File: config.mk
export PLATFORM = sky130hd
export DESIGN_NAME = seg_round
export DESIGN_NICKNAME = d
export VERILOG_FILES = /design/src/hdl/seg_pkg.sv /design/src/hdl/seg_round.sv
export SDC_FILE = /design/constraint.sdc
export NUM_CORES = 1
export LEC_CHECK = 0
export ABC_CLOCK_PERIOD_IN_PS = 17100
export BUFFER_PORTS_ARGS = -buffer_cell sky130_fd_sc_hd__buf_2
export CAP_MARGIN = 20
export CORE_AREA = 5 5 282 284
export CTS_BUF_LIST = sky130_fd_sc_hd__clkbuf_4
export CTS_CLUSTER_SIZE = 30
export DETAILED_ROUTE_END_ITERATION = 6
export DIE_AREA = 0 0 287 289
export GPL_TIMING_DRIVEN = 0
export PLACE_DENSITY = 0.62
export SYNTH_ARGS = -nofsm -noshare
export SYNTH_HDL_FRONTEND = slang
export SYNTH_SLANG_ARGS = --single-unit
File: constraint.sdc
create_clock -name clk -period 17.1 [get_ports clk]
set_input_delay 1.71 -clock clk [delete_from_list [all_inputs] [get_ports clk]]
set_output_delay 1.71 -clock clk [all_outputs]
set_load 0.05 [all_outputs]
File: src/hdl/seg_pkg.sv
// Shared types, constants and the SipHash round function for the edge seed generator.
// Used by every module in hdl/ except seg_checker; depends on nothing else.
`timescale 1ns / 1ps
package seg_pkg;

  localparam int MAX_EDGE_WIDTH   = 32;
  localparam int MIN_EDGE_WIDTH   = 12;
  localparam int ELEMENT_BYTES    = 5;
  localparam int MAX_BUCKET_WIDTH = 8;
  localparam int SIP_ROUNDS       = 6;
  // The finalization xor goes in ahead of this round (after the two compression rounds).
  localparam int FINAL_ROUND      = 2;
  localparam logic [63:0] SIP_FINAL_XOR = 64'h0000_0000_0000_00FF;

  localparam int CFG_IDX_W  = 3;
  localparam int CFG_DATA_W = 64;

  typedef enum logic [CFG_IDX_W-1:0] {
    CFG_KEY_WORD_0   = 3'd0,
    CFG_KEY_WORD_1   = 3'd1,
    CFG_KEY_WORD_2   = 3'd2,
    CFG_KEY_WORD_3   = 3'd3,
    CFG_SIDE_BIT     = 3'd4,
    CFG_EDGE_WIDTH   = 3'd5,
    CFG_BUCKET_WIDTH = 3'd6
  } cfg_idx_t;

  typedef struct packed {
    logic [63:0] v0;
    logic [63:0] v1;
    logic [63:0] v2;
    logic [63:0] v3;
  } sip_state_t;

  typedef struct packed {
    logic [63:0] key0;
    logic [63:0] key1;
    logic [63:0] key2;
    logic [63:0] key3;
    logic        side;
    logic [5:0]  edge_w;
    logic [3:0]  bucket_w;
  } seg_cfg_t;

  // Payload that travels down the pipeline with each item.
  typedef struct packed {
    sip_state_t  v;
    logic [63:0] nonce;
    logic [5:0]  edge_w;
    logic [34:0] byte_off;
  } seg_pipe_t;

  function automatic logic [63:0] rotl64(input logic [63:0] x, input int r);
    return (x << r) | (x >> (64 - r));
  endfunction

  function automatic sip_state_t sip_round(input sip_state_t s);
    logic [63:0] v0, v1, v2, v3;
    sip_state_t  o;
    v0 = s.v0; v1 = s.v1; v2 = s.v2; v3 = s.v3;
    v0 = v0 + v1; v2 = v2 + v3;
    v1 = rotl64(v1, 13); v3 = rotl64(v3, 16);
    v1 = v1 ^ v0; v3 = v3 ^ v2;
    v0 = rotl64(v0, 32);
    v0 = v0 + v3; v2 = v2 + v1;
    v1 = rotl64(v1, 17); v3 = rotl64(v3, 21);
    v1 = v1 ^ v2; v3 = v3 ^ v0;
    v2 = rotl64(v2, 32);
    o.v0 = v0; o.v1 = v1; o.v2 = v2; o.v3 = v3;
    return o;
  endfunction

endpackage

File: src/hdl/seg_round.sv
// One registered SipHash round stage of the hash pipeline.
// Depends on seg_pkg for the state types and the round function.
`timescale 1ns / 1ps
module seg_round import seg_pkg::*; (
  input  logic      clk,
  input  logic      rst_n,
  input  logic      en,
  input  logic      vld_in,
  input  seg_pipe_t pipe_in,
  output logic      vld_out,
  output seg_pipe_t pipe_out
);

  logic      vld_r;
  seg_pipe_t pipe_r;
  seg_pipe_t pipe_nxt;

  always_comb begin
    pipe_nxt   = pipe_in;
    pipe_nxt.v = sip_round(pipe_in.v);
  end

  always_ff @(posedge clk) begin
    if (!rst_n) begin
      vld_r <= 1'b0;
    end else if (en) begin
      vld_r <= vld_in;
    end
    if (en) begin
      pipe_r <= pipe_nxt;
    end
  end

  assign vld_out  = vld_r;
  assign pipe_out = pipe_r;

endmodule

After elaboration in Yosys (flattened, before gate mapping)

Index checks and enable logic that the tools add are counted.

Flip-flop bits (word level): 362
Input bits: 365
Output and inout port bits: 362
Word-level logic and storage cells: 22

Add/subtract/negate cells: 4
Bitwise operators: 10

Operator list:

| kind                         | number |
|---|---|
| adder 64 bit                 | 4 |
| XOR 64 bit                   | 4 |
| bitwise OR 64 x 32 -> 64 bit | 2 |
| bitwise OR 64 x 13 -> 64 bit | 1 |
| bitwise OR 64 x 16 -> 64 bit | 1 |
| bitwise OR 64 x 17 -> 64 bit | 1 |
| bitwise OR 64 x 21 -> 64 bit | 1 |

Logic depth before layout (Yosys ltp)

Word-level depth: 4
Gate-level depth with buffers: 26
Mapped depth without buffers: 25

Worst setup path before layout

No wires, ideal clock.

Kind: input-to-reg
Start: input pipe_in[233] in the netlist's numbering
End: register pipe_r, in the netlist pipe_out[157] (data pin)
Library setup time: 266 ps
Data arrival time: 6673 ps
Required time: 16834 ps
Setup slack: 10162 ps
Stages: 25
Buffers on the path: 0
Path through: ha_1 > inv_1 > fa_1 > nand2b_1 > a21oi_1 > a21oi_1 > o31ai_1 > a21o_1 > nand3_1 > o21ai_0 > xor2_1 > ha_1 > inv_1 > fa_1 > nor2b_1 > o21ai_1 > a21boi_0 > o21ai_1 > o21ai_1 > a21boi_1 > o41ai_2 > a21o_1 > a21oi_1 > xnor2_1 > xor2_1

RTL lines:

| what                 | RTL line        | text |
|---|---|---|
| start, declared      | seg_round.sv:9  | `input seg_pipe_t pipe_in,` |
| end signal, assigned | seg_round.sv:30 | `pipe_r <= pipe_nxt;` |
| end, declared        | seg_round.sv:15 | `seg_pipe_t pipe_r;` |

==> impl_metrics.env <==
export IMPL_status="finished, final reports clean"
export IMPL_cts_sinks=362
export IMPL_num_rows=102
export IMPL_cts_max_level=3
export IMPL_hold_violations=0
export IMPL_ys_warn_count=0
export IMPL_syn_area_sq_um=28600
export IMPL_regToRegStartpoint="vld_out$_SDFFE_PN0P_"
export IMPL_drt_initial_drc_count=2776
export IMPL_finClkSkew_ns=0
export IMPL_min_delay_start="vld_out$_SDFFE_PN0P_"
export IMPL_slew_viol_final=0
export IMPL_swShare=0.556
export IMPL_crit_required_ns=17.70
export IMPL_grt_pass1_vias=26500
export IMPL_vias=27800
export IMPL_slowest_delay_ns=1.01
export IMPL_syn_inst=2932
export IMPL_seq_power_share=0.236
export IMPL_seq_area_frac_synth=0.380
export IMPL_synth_xor_area_frac=0.160
export IMPL_syn2layout_area_growth_pct=22.0
export IMPL_synth_compound_area_frac=0.203
export IMPL_track_usage=0.336
export IMPL_reg2reg_setup_slack_ns=16.51
export IMPL_synthFlopType="edfxtp_1"
export IMPL_drive_gt1_frac=0.252
export IMPL_synthSimpleGateAreaFrac=0.114
export IMPL_synth_area_leader_cell="edfxtp_1"
export IMPL_yosysUniqueCellTypes=87
export IMPL_synthMuxAreaShare=0.000744
export IMPL_netSwitchingPower_mw=3.91
export IMPL_period_needed_ns=8.99
export IMPL_ys_seq_elements=362
export IMPL_hp_class="flip-flop to flip-flop"
export IMPL_cts_buffers_inserted=97
export IMPL_power_leakage_nw=15.4
export IMPL_fin_util=0.454
export IMPL_rr_endpoint="vld_out$_SDFFE_PN0P_"
export IMPL_dpl_hpwl_mm=128
export IMPL_internal_power_mw=3.12
export IMPL_fillCellCount=7776
export IMPL_synth_top_cells_by_area="edfxtp_1 (38%), ha_1 (11%), xor2_1 (10%), a21oi_1 (5.7%), xnor2_1 (5.3%)"
export IMPL_drt_vias_per_instance=5.69
export IMPL_maxSlewHeadroom=0.141
export IMPL_clk_pin_slew_ns=0.07
export IMPL_synth_net_count=3553
export IMPL_cts_tree="yes"
export IMPL_gr_total_overflow=0
export IMPL_fmax_ghz=0.111
export IMPL_slowest_stage="xnor2_1"
export IMPL_post_cts_buffers=0
export IMPL_cts_resized=0
export IMPL_die_area_sq_um=82900
export IMPL_synth_top_family_by_area="compound AO/OA/AOI/OAI gates"
export IMPL_clk_latency_ns=0.88
export IMPL_routed_wirelength_mm=147
export IMPL_grt_max_degree=129
export IMPL_initial_core_util=0.372
export IMPL_power_frac_comb=0.656
export IMPL_antenna_found_initial=33
export IMPL_rsz0062_at_grt="false"
export IMPL_cellPowerDensity_nw_per_um2=201
export IMPL_core_area_sq_um=76800
export IMPL_die_x_um=287
export IMPL_setup_viol=0
export IMPL_setup_tns_ns=0
export IMPL_cts_buffer_depth=3
export IMPL_crit_path_start_kind="input pin"
export IMPL_ir_worst_vdd_mv=0.136
export IMPL_period_share=0.526
export IMPL_synth_edf_count=361
export IMPL_multi_input_area_sq_um=16900
export IMPL_synth_top_cell_area_share=0.379
export IMPL_fin_cells=4889
export IMPL_grt_pass1_wl_mm=198
export IMPL_end_kind="flip-flop"
export IMPL_hold_end="vld_out$_SDFFE_PN0P_"
export IMPL_crit_fanout=8
export IMPL_cp_top_family="compound AO/OA/AOI/OAI gates"
export IMPL_clk_root_buffer_cell="clkbuf_4"
export IMPL_seqCellArea_sq_um=10900
export IMPL_async_flop_share=0
export IMPL_cp_common_cell="xor2_1"
export IMPL_path_buf_inv=2
export IMPL_crit_chain="buf_2 > ha_1 > a21oi_1 > o211ai_1 > a211oi_1 > a31o_2 > or4_1 > nand2_1 > xnor2_1 > xor2_1 > ha_1 > clkbuf_1 > nand4_1 > or3_1 > nor4_1 > o31ai_1 > o21ai_1 > a41oi_1 > o21ai_1 > xor2_1 > xor2_1"
export IMPL_tightest_slew_ns=1.28
export IMPL_dr_pass1_iters=6
export IMPL_dpl_cell_count=4705
export IMPL_fin_nets=4385
export IMPL_drcViolationCount=0
export IMPL_antenna_left=0
export IMPL_worstPathArrival_ns=9.60
export IMPL_post_drt_wl_per_cell_um=30.1
export IMPL_rr_worst_depth=2
export IMPL_hold_depth=2
export IMPL_postCtsHoldBufs=0
export IMPL_gp_congestion=1.03
export IMPL_pwr_share_clk=0.107
export IMPL_total_power_mw=7.02
export IMPL_setup_worst_path_class="input pin to flip-flop"
export IMPL_syn_avg_cell_area_sq_um=9.75
export IMPL_die_y_um=289
export IMPL_pin_count=727
export IMPL_cap_violations=0
export IMPL_io_buffers=726
export IMPL_synth_adder_area_share=0.113
==> flip-flops by register name (all words and copies together) (netlist names) <==
register / count
pipe_out: 361
vld_out: 1
==> cells in the final DEF, fill, tap and decap left out, types with 26 or more instances in the layout <==
cell and instances:
buf_2 752, edfxtp_1 361, a21oi_1 326, xor2_1 325
ha_1 252, nand2_1 201, xnor2_1 174, nor2_1 161
a21o_1 150, clkbuf_4 143, o21ai_0 142, inv_1 100
nand4_1 87, clkbuf_1 80, o21bai_1 65, nand3_1 61
nor3_1 35, a31oi_1 33, o21ai_1 26
==> Yosys cell counts (27+ instances only) <==
| cell type | n |
|---|---|
| nor3_1 | 35 |
| xor2_1 | 325 |
| buf_2 | 27 |
| clkbuf_1 | 80 |
| nand2_1 | 201 |
| o21bai_1 | 65 |
| xnor2_1 | 174 |
| nand4_1 | 87 |
| a31oi_1 | 33 |
| a21oi_1 | 326 |
| o21ai_0 | 142 |
| edfxtp_1 | 361 |
| a21o_1 | 150 |
| nand3_1 | 61 |
| ha_1 | 252 |
| nor2_1 | 161 |
| inv_1 | 100 |
==> worst register-to-register path, stage by stage, from the launching register on <==
cell	delay, ns
dfxtp_1	0.31
mux2i_1	0.12
nor2b_1	0.06
==> through the flow <==
stage | hold WS, ns | setup slack (ns) | cell area (sq um)
CTS | 0.527 | 8.60 | 34800
floorplan | 0.743 | 10.16 | 28600
global route | 0.548 | 8.06 | 34900
finish | 0.523 | 8.11 | 34900
global placement | 0.497 | 7.45 | 33500
detailed placement | 0.512 | 7.69 | 33600
==> cells by family (layout without fill, tap and decap cells) <==
logic type / Yosys count / in the layout
flops: 362 / 362
compound gates: 912 / 912
buf+inv: 214 / 1111
simple gates: 676 / 676
mux: 2 / 2
xor+xnor: 510 / 510
fa+ha+maj: 256 / 256
other cells: 0 / 20
==> worst max path at each step <==
stage	cells past startpoint	end	from	slack [ns]
floorplan	25	pipe_out[157]$_DFFE_PP_	pipe_in[233]	10.16
detailed placement	26	pipe_out[167]$_DFFE_PP_	pipe_in[233]	7.69
global placement	25	pipe_out[167]$_DFFE_PP_	pipe_in[105]	7.45
CTS	26	pipe_out[167]$_DFFE_PP_	pipe_in[233]	8.60
global route	26	pipe_out[167]$_DFFE_PP_	pipe_in[233]	8.06
finish	21	pipe_out[167]$_DFFE_PP_	pipe_in[117]	8.11
==> power by group through the flow <==
stage	Clock (mW)	Sequential [mW]	Combinational, mW
3_3_place_gp	0	1.68	4.52
4_1_cts	0.782	1.67	4.55
2_1_floorplan	0	2.88	1.89
3_5_place_dp	0	1.68	4.53
5_1_grt	0.831	1.69	4.81
6_report	0.754	1.66	4.61
==> area by class of cell <==
type,instances,share of cell area
multi-input combinational,2356,0.484
sequential,362,0.311
timing repair buffer,733,0.108
tap,1040,0.0373
clock buffer,143,0.0308
buffer,114,0.0135
inverter,100,0.0108
clock inverter,21,0.00312
antenna,20,0.00143
==> metal layers <==
layer | wire, um | track usage | part of all wire | vias to the layer above
met3 | 12600 | 0.0659 | 0.086 | 280
met1 | 59100 | 0.431 | 0.40 | 13400
met2 | 68100 | 0.554 | 0.46 | 1569
met4 | 7480 | 0.150 | 0.051 | 12
li1 | - | - | - | 12600
met5 | 71 | 0 | 0.00048 | -
Note: power is estimated with default switching activity, not from simulation.
