File: config.mk
export PLATFORM = sky130hd
export DESIGN_NAME = seg_map
export DESIGN_NICKNAME = d
export VERILOG_FILES = /design/src/hdl/seg_pkg.sv /design/src/hdl/seg_map.sv
export SDC_FILE = /design/constraint.sdc
export NUM_CORES = 1
export LEC_CHECK = 0
export ABC_AREA = 1
export CAP_MARGIN = 20
export CORE_AREA = 5 5 258 260
export CTS_CLUSTER_SIZE = 20
export DETAILED_ROUTE_END_ITERATION = 8
export DIE_AREA = 0 0 263 265
export DONT_BUFFER_PORTS = 1
export PLACE_DENSITY = 0.46
export SLEW_MARGIN = 20
export SYNTH_ARGS = -nofsm -noshare
export SYNTH_HDL_FRONTEND = slang
export SYNTH_SLANG_ARGS = --single-unit
File: constraint.sdc
create_clock -name clk -period 17.9 [get_ports clk]
set_input_delay 0.895 -clock clk [delete_from_list [all_inputs] [get_ports clk]]
set_output_delay 0.895 -clock clk [all_outputs]
set_load 0.01 [all_outputs]
File: src/hdl/seg_pkg.sv
// Shared types, constants and the SipHash round function for the edge seed generator.
// Used by every module in hdl/ except seg_checker; depends on nothing else.
`timescale 1ns / 1ps
package seg_pkg;

  localparam int MAX_EDGE_WIDTH   = 32;
  localparam int MIN_EDGE_WIDTH   = 12;
  localparam int ELEMENT_BYTES    = 5;
  localparam int MAX_BUCKET_WIDTH = 8;
  localparam int SIP_ROUNDS       = 6;
  // The finalization xor goes in ahead of this round (after the two compression rounds).
  localparam int FINAL_ROUND      = 2;
  localparam logic [63:0] SIP_FINAL_XOR = 64'h0000_0000_0000_00FF;

  localparam int CFG_IDX_W  = 3;
  localparam int CFG_DATA_W = 64;

  typedef enum logic [CFG_IDX_W-1:0] {
    CFG_KEY_WORD_0   = 3'd0,
    CFG_KEY_WORD_1   = 3'd1,
    CFG_KEY_WORD_2   = 3'd2,
    CFG_KEY_WORD_3   = 3'd3,
    CFG_SIDE_BIT     = 3'd4,
    CFG_EDGE_WIDTH   = 3'd5,
    CFG_BUCKET_WIDTH = 3'd6
  } cfg_idx_t;

  typedef struct packed {
    logic [63:0] v0;
    logic [63:0] v1;
    logic [63:0] v2;
    logic [63:0] v3;
  } sip_state_t;

  typedef struct packed {
    logic [63:0] key0;
    logic [63:0] key1;
    logic [63:0] key2;
    logic [63:0] key3;
    logic        side;
    logic [5:0]  edge_w;
    logic [3:0]  bucket_w;
  } seg_cfg_t;

  // Payload that travels down the pipeline with each item.
  typedef struct packed {
    sip_state_t  v;
    logic [63:0] nonce;
    logic [5:0]  edge_w;
    logic [34:0] byte_off;
  } seg_pipe_t;

  function automatic logic [63:0] rotl64(input logic [63:0] x, input int r);
    return (x << r) | (x >> (64 - r));
  endfunction

  function automatic sip_state_t sip_round(input sip_state_t s);
    logic [63:0] v0, v1, v2, v3;
    sip_state_t  o;
    v0 = s.v0; v1 = s.v1; v2 = s.v2; v3 = s.v3;
    v0 = v0 + v1; v2 = v2 + v3;
    v1 = rotl64(v1, 13); v3 = rotl64(v3, 16);
    v1 = v1 ^ v0; v3 = v3 ^ v2;
    v0 = rotl64(v0, 32);
    v0 = v0 + v3; v2 = v2 + v1;
    v1 = rotl64(v1, 17); v3 = rotl64(v3, 21);
    v1 = v1 ^ v2; v3 = v3 ^ v0;
    v2 = rotl64(v2, 32);
    o.v0 = v0; o.v1 = v1; o.v2 = v2; o.v3 = v3;
    return o;
  endfunction

endpackage

File: src/hdl/seg_map.sv
// First pipeline stage: clamps the widths, maps column and index to an edge number,
// builds the nonce and the initial SipHash state. Depends on seg_pkg.
`timescale 1ns / 1ps
module seg_map import seg_pkg::*; (
  input  logic        clk,
  input  logic        rst_n,
  input  logic        en,
  input  logic        vld_in,
  input  logic [7:0]  column_number,
  input  logic [31:0] element_index,
  input  seg_cfg_t    cfg,
  output logic        vld_out,
  output seg_pipe_t   pipe_out
);

  logic        vld_r;
  seg_pipe_t   pipe_r;
  seg_pipe_t   pipe_nxt;

  logic [5:0]  ew;
  logic [3:0]  bw_sat;
  logic [4:0]  bw;
  logic [5:0]  s;
  logic [5:0]  eb;
  logic [32:0] buf_one;
  logic [32:0] low_one;
  logic [31:0] idx_m;
  logic [31:0] edge_num;

  always_comb begin
    if (cfg.edge_w < 6'(MIN_EDGE_WIDTH)) begin
      ew = 6'(MIN_EDGE_WIDTH);
    end else if (cfg.edge_w > 6'(MAX_EDGE_WIDTH)) begin
      ew = 6'(MAX_EDGE_WIDTH);
    end else begin
      ew = cfg.edge_w;
    end
    bw_sat = (cfg.bucket_w > 4'(MAX_BUCKET_WIDTH)) ? 4'(MAX_BUCKET_WIDTH) : cfg.bucket_w;
    // The bucket size must stay at least one element.
    if ({1'b0, bw_sat, 1'b0} > ew) begin
      bw = ew[5:1];
    end else begin
      bw = {1'b0, bw_sat};
    end
    s  = ew - {bw, 1'b0};
    eb = ew - {1'b0, bw};

    buf_one = 33'd1 << eb;
    low_one = 33'd1 << s;
    idx_m   = element_index & 32'(buf_one - 33'd1);

    edge_num = (32'(column_number) << s) + ((idx_m >> s) << eb)
             + (idx_m & 32'(low_one - 33'd1));

    pipe_nxt.nonce    = {31'd0, edge_num, cfg.side};
    pipe_nxt.v.v0     = cfg.key0;
    pipe_nxt.v.v1     = cfg.key1;
    pipe_nxt.v.v2     = cfg.key2;
    pipe_nxt.v.v3     = cfg.key3 ^ pipe_nxt.nonce;
    pipe_nxt.edge_w   = ew;
    pipe_nxt.byte_off = {3'd0, idx_m} * 35'(ELEMENT_BYTES);
  end

  always_ff @(posedge clk) begin
    if (!rst_n) begin
      vld_r <= 1'b0;
    end else if (en) begin
      vld_r <= vld_in;
    end
    if (en) begin
      pipe_r <= pipe_nxt;
    end
  end

  assign vld_out  = vld_r;
  assign pipe_out = pipe_r;

endmodule

== Word level (Yosys, flattened, before mapping) ==
Index checks and enable logic that the tools add are counted.
Word-level totals
  flip-flop bits (word level): 331
Operators by class
  add/subtract/negate cells: 6
  multipliers: 1
  order comparisons: 4
  shift-type cells: 5
  multiplexer cells: 4
  bitwise gates (word level): 3
Operators with widths (number)
  $add 32x32->32: 2
  $and 32x32->32: 2
  $shl 1x6->32 const A: 2
  $sub 32x1->32 const B: 2
  $xor 64x33->64: 1
  $mul 32x3->35 const B: 1
  $shl 32x6->32: 1
  $shl 8x6->32: 1
  $shr 32x6->32: 1
  $mux 6: 2
  $gt 5x6->1: 1
  $gt 6x6->1 const B: 1
  $lt 6x4->1 const B: 1
  $sub 6x5->6: 1
  $sub 6x6->6: 1
  $mux 5: 1
  $gt 4x4->1 const B: 1
  $mux 4: 1

== Logic depth before layout (Yosys ltp) ==
Gate-level depths: netlist of run 1.
  depth after elaboration: 14
  mapped depth: 66

== Worst setup path before layout of run 1 ==
OpenSTA, ideal clock, no wires.
  path type: input port to flip-flop
  start point: input cfg[9] in the netlist's numbering
  end point: register pipe_r, in the netlist pipe_out[137], data pin
  arrival: 9168 ps
  data required time: 17648 ps
  setup slack: 8480 ps
  cell stages on the path: 57
  path buffers: 2
  cells stage by stage: buf_4 -> inv_2 -> nand3_1 -> nand2_1 -> nor2_1 -> inv_1 -> ha_1 -> a21oi_1 -> nor2_1 -> o21a_1 -> o221ai_1 -> o21ai_0 -> ha_1 -> fa_1 -> inv_1 -> nand3_1 -> nand3_1 -> nand2_4 -> [... 21 more ...] -> a21oi_1 -> o21ai_0 -> a21o_1 -> a21boi_0 -> o21ai_2 -> a21oi_1 -> o21ai_2 -> a21boi_0 -> o21bai_1 -> a21boi_0 -> o21ai_0 -> xor2_1 -> xor2_1 -> inv_1 -> nand2_1 -> nand2_1 -> nand2_1 -> nand2_1
RTL lines
  start: declaration: RTL line seg_map.sv:11  | input seg_cfg_t cfg,
  end signal: assignment: RTL line seg_map.sv:71  | pipe_r <= pipe_nxt;
  end: declaration: RTL line seg_map.sv:17  | seg_pipe_t pipe_r;

==> key figures, run 1 <==
Outcome
  – Status: finished, violations left
  – Failing checks: max-slew violations

Logic synthesis
  – Synth warn: 0
  – Commonest cells post-synth: nand2_1, nand3_1, edfxtp_1
  – Mapped Cells: 2382
  – Post-synthesis sequential area ratio: 0.467
  – Cell taking the most area after synthesis: edfxtp_1
  – Post-synthesis register bit count: 331
  – Post-synth EDFFs: 330
  – Yosys cell types: 54
  – Post-synth top area share: 0.466
  – Syn avg cell area: 8.93 µm²
  – Top FF cell, synth: edfxtp_1
  – FFs w/ async S/R, synth: 0
  – Area contributors post-synth: edfxtp_1, nand3_1, nand2_1
  – Post-Syn Area: 21300 µm²
  – Count leader, synth: nand2_1

Placement
  – Area of placed instances: 22000 µm²
  – HPWL Detailed: 77800 µm
  – Placed insts: 3171
  – Routability cong.: 1.02
  – Worst slack, placed: 6.07 ns
  – Port Buf Inserts: 0

Clock network
  – Sink Count: 331
  – Reg clk slew, reported paths: 0.06 ns
  – Htree depth: 2
  – CTS tree: done
  – Hold Buf Count CTS: 0
  – CTS buffer count: 38
  – CTS Root Cell: clkbuf_16
  – Clock latency at the later pin of the worst-skew pair: 0.56 ns
  – Setup bufs post-CTS: 0
  – Post-CTS sizing: 0
  – Max clock buf depth: 3

Global routing
  – Grt met3 use: 0.0705
  – First-pass GRT wire length: 131000 µm
  – Global Route met1 Usage: 0.337
  – Congestion Overflow GR: 0
  – Number of global-route vias before repair: 16.8k
  – GRT Total Usage: 0.259
  – Largest net degree at the start of global routing: 333
  – Met2 usage: 0.438
  – Busiest grt layer: met2
  – Initial antenna violation count: 21

Die
  – Chip width: 263 µm
  – Starting Density: 0.333
  – Core box area: 63900 µm²
  – DIE AREA: 69700 µm²
  – Placement Rows: 93
  – Die Y: 265 µm
  – I/O pin count: 673

Setup path
  – Crit Path Category: in -> reg
  – Startpoint types: input port
  – Worst-path maximum fanout: 49
  – Most used cell, CP: nand2_1
  – CP arrival: 11.70 ns
  – Worst R2R Setup Slack: 17.22 ns
  – Slowest stage cell on the critical path: fa_1
  – Top delay family on crit path: simple AND/OR/NAND/NOR gates
  – Reg-to-Reg End: vld_out
  – Worst Reg-to-Reg Cells: 2
  – Worst R2R Start: vld_out
  – CP endpoint kind: flip-flop
  – Worst path max stage delay: 0.60 ns
  – WP data required: 18.20 ns
  – Bufs and invs on worst path: 10

STA
  – FMAX: 87.7 MHz
  – Setup TNS: 0 ns
  – Max-slew violation count: 126
  – Final Setup Violations: 0
  – Measured slew at the worst slew-check pin: 1.70 ns
  – Worst clock skew: 0 ns
  – Final worst path period need: 11.40 ns
  – WHS: 0.429 ns
  – Final Hold Viols: 0
  – Relative slew slack: -0.134
  – RSZ-0062 raised after global routing: false
  – Tcrit/Tclk final: 0.637
  – Final worst slack: 6.50 ns

Cells and area
  – Number of fill cells: 6464
  – Layout Nets: 2807
  – Register area: 9930 µm²
  – Final instance area: 23300 µm²
  – Layout cells sized above 1: 0.0662
  – Post-Layout Cell Count: 3247
  – Area delta synth->final: 9.46%
  – Multi-input logic area: 9880 µm²

Drt
  – Detailed Routing Iterations Pass 1: 6
  – Drt total wl: 95800 µm
  – Drt initial violations: 1828
  – Drt drc: 0
  – Via-per-instance ratio: 5.52
  – Vias post-DR: 17.9k
  – Drt wl/cell: 29.5 µm
  – ANT nets after route: 0

Min path
  – HP Start: cfg[50]
  – Hold Path End: pipe_out[144]
  – Hold-critical path depth: 0
  – Path type of the worst min-delay path: in -> reg

Flow run
  – Maximum Capacitance Violations: 0

Power
  – P_leak: 10.2 nW
  – Max VDD drop: 0.0667 mV
  – Cell Pwr Density: 174 nW/µm²
registers in the layout, summed over array words and instances, names as in the netlist:
register / cells
pipe_out: 330
vld_out: 1
cell families (layout without fill, tap and decap cells):
group / after synthesis / in the layout / synth area share
AND/OR/NAND/NOR: 1202 / 1202 / 0.258
multiplexers: 1 / 1 / 0.000471
buffers and inverters: 369 / 342 / 0.0747
flip-flops: 331 / 331 / 0.467
XOR/XNOR: 102 / 102 / 0.0424
other: 2 / 39 / 0.000353
adder cells (fa/ha/maj): 140 / 140 / 0.0947
AO/OA/AOI/OAI: 235 / 235 / 0.0624
worst max path at each step:
stage,end,slack [ns],cells past startpoint,startpoint
final,pipe_out[137],6.50,56,cfg[9]
after global routing,pipe_out[137],5.40,52,cfg[9]
after CTS,pipe_out[137],6.63,56,cfg[9]
after global placement,pipe_out[137],6.07,59,cfg[9]
after floorplan,pipe_out[137],8.48,57,cfg[9]
after detailed placement,pipe_out[137],6.07,56,cfg[9]
worst reg2reg max path, cell delays in order (launching register included):
cell	delay, ns
dfxtp_1	0.39
o21ai_0	0.11
a21oi_1	0.12
where the power goes:
part	total [mW]	leakage, nW	switching, mW	internal (mW)
Combinational	1.93	6.33	1.36	0.573
Sequential	1.30	3.23	0.190	1.11
Clock	0.809	0.623	0.331	0.477
layout make-up:
| type | instances | share of cell area |
|---|---|---|
| Timing Repair Buffer | 17 | 0.00548 |
| Inverter | 256 | 0.0413 |
| Multi-Input combinational cell | 1712 | 0.425 |
| Clock inverter | 25 | 0.0126 |
| Clock buffer | 44 | 0.0427 |
| Tap cell | 855 | 0.0460 |
| Sequential cell | 331 | 0.427 |
| Antenna cell | 7 | 0.000753 |
stage by stage:
stage	util	total power, mW
after floorplan	-	2.56
after global placement	0.344	3.25
after detailed placement	0.344	3.23
after CTS	0.364	4.07
after global routing	0.364	4.30
final	0.364	4.05
per-layer routing:
metal	up-vias	share of wire
li1	8084	-
met1	8720	0.41
met2	971	0.48
met3	130	0.089
met4	16	0.023
met5	-	0.0011
cells in the final DEF (no fill, tap or decap), types with 21 or more instances in the layout:
master     count
xnor2_1       27
ha_1         104
nand2_1      458
o21ai_0       79
edfxtp_1     330
clkbuf_16     39
inv_1        243
a21oi_1       86
conb_1        32
fa_1          34
nand3_1      413
xor2_1        72
nor2_1       186
nand4_1       57
nand3_2       21
(Power assumes the default switching activity.)
==> run 2, diff against run 1 <==
Settings changed: ABC_AREA 1 to 0, CORE_AREA 5 5 258 260 to 5 5 260 262, DIE_AREA 0 0 263 265 to 0 0 265 267.
Clock period 17.9 ns to 11.6 ns, I/O delays scaled along.
==> run 2 against run 1 <==
Compared with the run above:
- area after synthesis is 2.0% higher
- clock skew stayed put
- the flow now finishes without violations
- register-to-register slack worse by 6.3 ns
- non-clock buffer count is 106 higher
- hold slack worse by 0.31 ns
==> key figures, run 2 <==
Outcome
  – Status: complete, no violations

Logic synthesis
  – Post-synth EDFFs: 330 (unchanged)
  – Count leader, synth: edfxtp_1
  – Post-Syn Area: 21700 µm² (+2.0%)
  – Area contributors post-synth: edfxtp_1, ha_1, fa_1
  – Mapped Cells: 2029 (-15%)
  – FFs w/ async S/R, synth: 0 (unchanged)
  – Post-synth top area share: 0.457 (-0.00935)
  – Cell taking the most area after synthesis: edfxtp_1
  – Post-synthesis register bit count: 331 (unchanged)
  – Commonest cells post-synth: edfxtp_1, nand2_1, nor2_1
  – Post-synthesis sequential area ratio: 0.458 (-0.00937)
  – Synth warn: 0 (unchanged)
  – Yosys cell types: 101 (+87%)
  – Syn avg cell area: 10.7 µm² (+20%)
  – Top FF cell, synth: edfxtp_1

Drt
  – Vias post-DR: 17.9k (+0.15%)
  – Drt drc: 0 (unchanged)
  – ANT nets after route: 0 (unchanged)
  – Via-per-instance ratio: 6.01 (+8.9%)
  – Drt initial violations: 1963 (+7.4%)
  – Detailed Routing Iterations Pass 1: 8 (+2)
  – Drt total wl: 111000 µm (+16%)
  – Drt wl/cell: 37.1 µm (+26%)

Clock network
  – Reg clk slew, reported paths: 0.07 ns (about the same)
  – CTS Root Cell: clkbuf_16
  – CTS tree: done
  – Htree depth: 2 (unchanged)
  – Clock latency at the later pin of the worst-skew pair: 0.54 ns (-0.02 ns)
  – Sink Count: 331 (unchanged)
  – Max clock buf depth: 3 (unchanged)
  – CTS buffer count: 37 (-2.6%)

Die
  – DIE AREA: 70800 µm² (+1.5%)
  – Starting Density: 0.333 (about the same)
  – Placement Rows: 94 (+1.1%)
  – Core box area: 65200 µm² (+2.0%)
  – Die Y: 267 µm (+0.75%)
  – I/O pin count: 673 (unchanged)
  – Chip width: 265 µm (+0.76%)

STA
  – FMAX: 91.7 MHz
  – RSZ-0062 raised after global routing: false
  – Tcrit/Tclk final: 0.941
  – Final worst path period need: 10.91 ns
  – Final Hold Viols: 0 (unchanged)
  – Measured slew at the worst slew-check pin: 1.46 ns (-0.239 ns)
  – Final Setup Violations: 0 (unchanged)
  – WHS: 0.115 ns (-0.314 ns)
  – Max-slew violation count: 0 (-100%)
  – Worst clock skew: 0 ns (unchanged)
  – Relative slew slack: 0.0260 (+0.160)

Flow run
  – Maximum Capacitance Violations: 0 (unchanged)

Power
  – Max VDD drop: 0.0839 mV (+26%)
  – PnR Total Power: 5.79 mW (+43%)
  – P_leak: 9.43 nW (-7.5%)
  – Cell Pwr Density: 236 nW/µm² (+36%)

Placement
  – Placed insts: 2908 (-8.3%)
  – Port Buf Inserts: 0 (unchanged)
  – Routability cong.: 1.17 (+14%)
  – HPWL Detailed: 89700 µm (+15%)

Setup path
  – Most used cell, CP: ha_1
  – CP arrival: 11.20 ns (-0.50 ns)
  – Worst R2R Setup Slack: 10.95 ns (-6.27 ns)
  – Crit Path Category: in -> reg
  – Worst-path maximum fanout: 7 (-86%)
  – CP endpoint kind: flip-flop
  – Worst path max stage delay: 0.56 ns (-0.04 ns)
  – WP data required: 11.89 ns (-6.31 ns)
  – Startpoint types: input port
  – Slowest stage cell on the critical path: fa_1

Min path
  – Path type of the worst min-delay path: in -> reg

Cells and area
  – Area delta synth->final: 12.9%
  – Post-Layout Cell Count: 2987 (-8.0%)
  – Number of fill cells: 6471 (+0.11%)
  – Multi-input logic area: 10900 µm² (+11%)
  – Layout cells sized above 1: 0.135 (+0.0692)
  – Register area: 9930 µm² (unchanged)
  – Most common cell after layout, fill and taps aside: edfxtp_1
  – Most frequent cells in the layout: edfxtp_1, nand2_1, nor2_1
  – Largest register FFs: 330 (unchanged)
  – Layout Nets: 2534 (-9.7%)

Global routing
  – Number of global-route vias before repair: 16.6k (-1.2%)
  – Congestion Overflow GR: 0 (unchanged)
  – Initial antenna violation count: 47 (+120%)
  – First-pass GRT wire length: 147000 µm (+12%)
  – Largest net degree at the start of global routing: 332 (-0.30%)
  – GRT Total Usage: 0.295 (+0.0357)
[run 2: logic make-up (layout without fill, tap and decap cells)]
logic type,count (synthesis),in the layout,share of synthesized area
xor+xnor,105,105,0.0466
other cells,2,44,0.000346
simple gates,571,571,0.122
compound gates,556,556,0.182
buf+inv,237,289,0.0495
fa+ha+maj,140,140,0.0928
mux,87,87,0.0491
flops,331,331,0.458
[run 2: power breakdown]
part | total [mW] | internal (mW) | switching, mW
Combinational | 2.61 | 0.933 | 1.68
Clock | 1.20 | 0.702 | 0.503
Sequential | 1.97 | 1.66 | 0.310
Total | 5.79 | 3.30 | 2.49
[run 2: what timing repair did]
item                                    CTS  global route
endpoints found under the setup margin    0             7
gates resized for setup                   0            14
hold buffers                              0             0
setup buffers                             0             0
[run 2: cell type report]
type / count / area share
Multi-Input combinational cell: 1491 / 0.446
Clock inverter: 21 / 0.00955
Tap cell: 864 / 0.0441
Inverter: 99 / 0.0153
Antenna cell: 12 / 0.00123
Timing Repair Buffer: 123 / 0.0382
Sequential cell: 331 / 0.405
Clock buffer: 46 / 0.0404
[run 2: routing by layer]
metal | global-route usage | wire length [µm] | vias to the layer above
met5 | 0 | 258 | -
met1 | 0.376 | 44600 | 9058
li1 | - | - | 7682
met3 | 0.0800 | 9060 | 189
met4 | 0.0674 | 2970 | 42
met2 | 0.505 | 53900 | 976
[run 2: per-stage QoR]
stage	area [µm²]	setup TNS [ns]	util	setup slack, ns
6_report	24500	0	0.376	0.690
3_5_place_dp	23200	-0.0547	0.356	-0.0547
4_1_cts	24400	0	0.375	0.497
5_1_grt	24500	0	0.376	0.0620
3_3_place_gp	23200	-0.0429	0.356	-0.0429
2_1_floorplan	21800	0	-	0.251
[run 2: worst max-delay path, delay by kind of cell]
kind / cells / cell delay [ns]
AO/OA/AOI/OAI: 20 / 4.36
XOR/XNOR: 3 / 0.49
adder cells (fa/ha/maj): 6 / 2.09
buffers and inverters: 4 / 0.47
multiplexers: 3 / 1.12
AND/OR/NAND/NOR: 12 / 2.06
[run 2: final timing paths]
path,cells after the start,from,endpoint
worst min register to register,2,vld_out,vld_out
worst max-delay path,48,cfg[7],pipe_out[136]
worst min-delay path,0,cfg[217],pipe_out[311]
worst max register to register,2,vld_out,vld_out
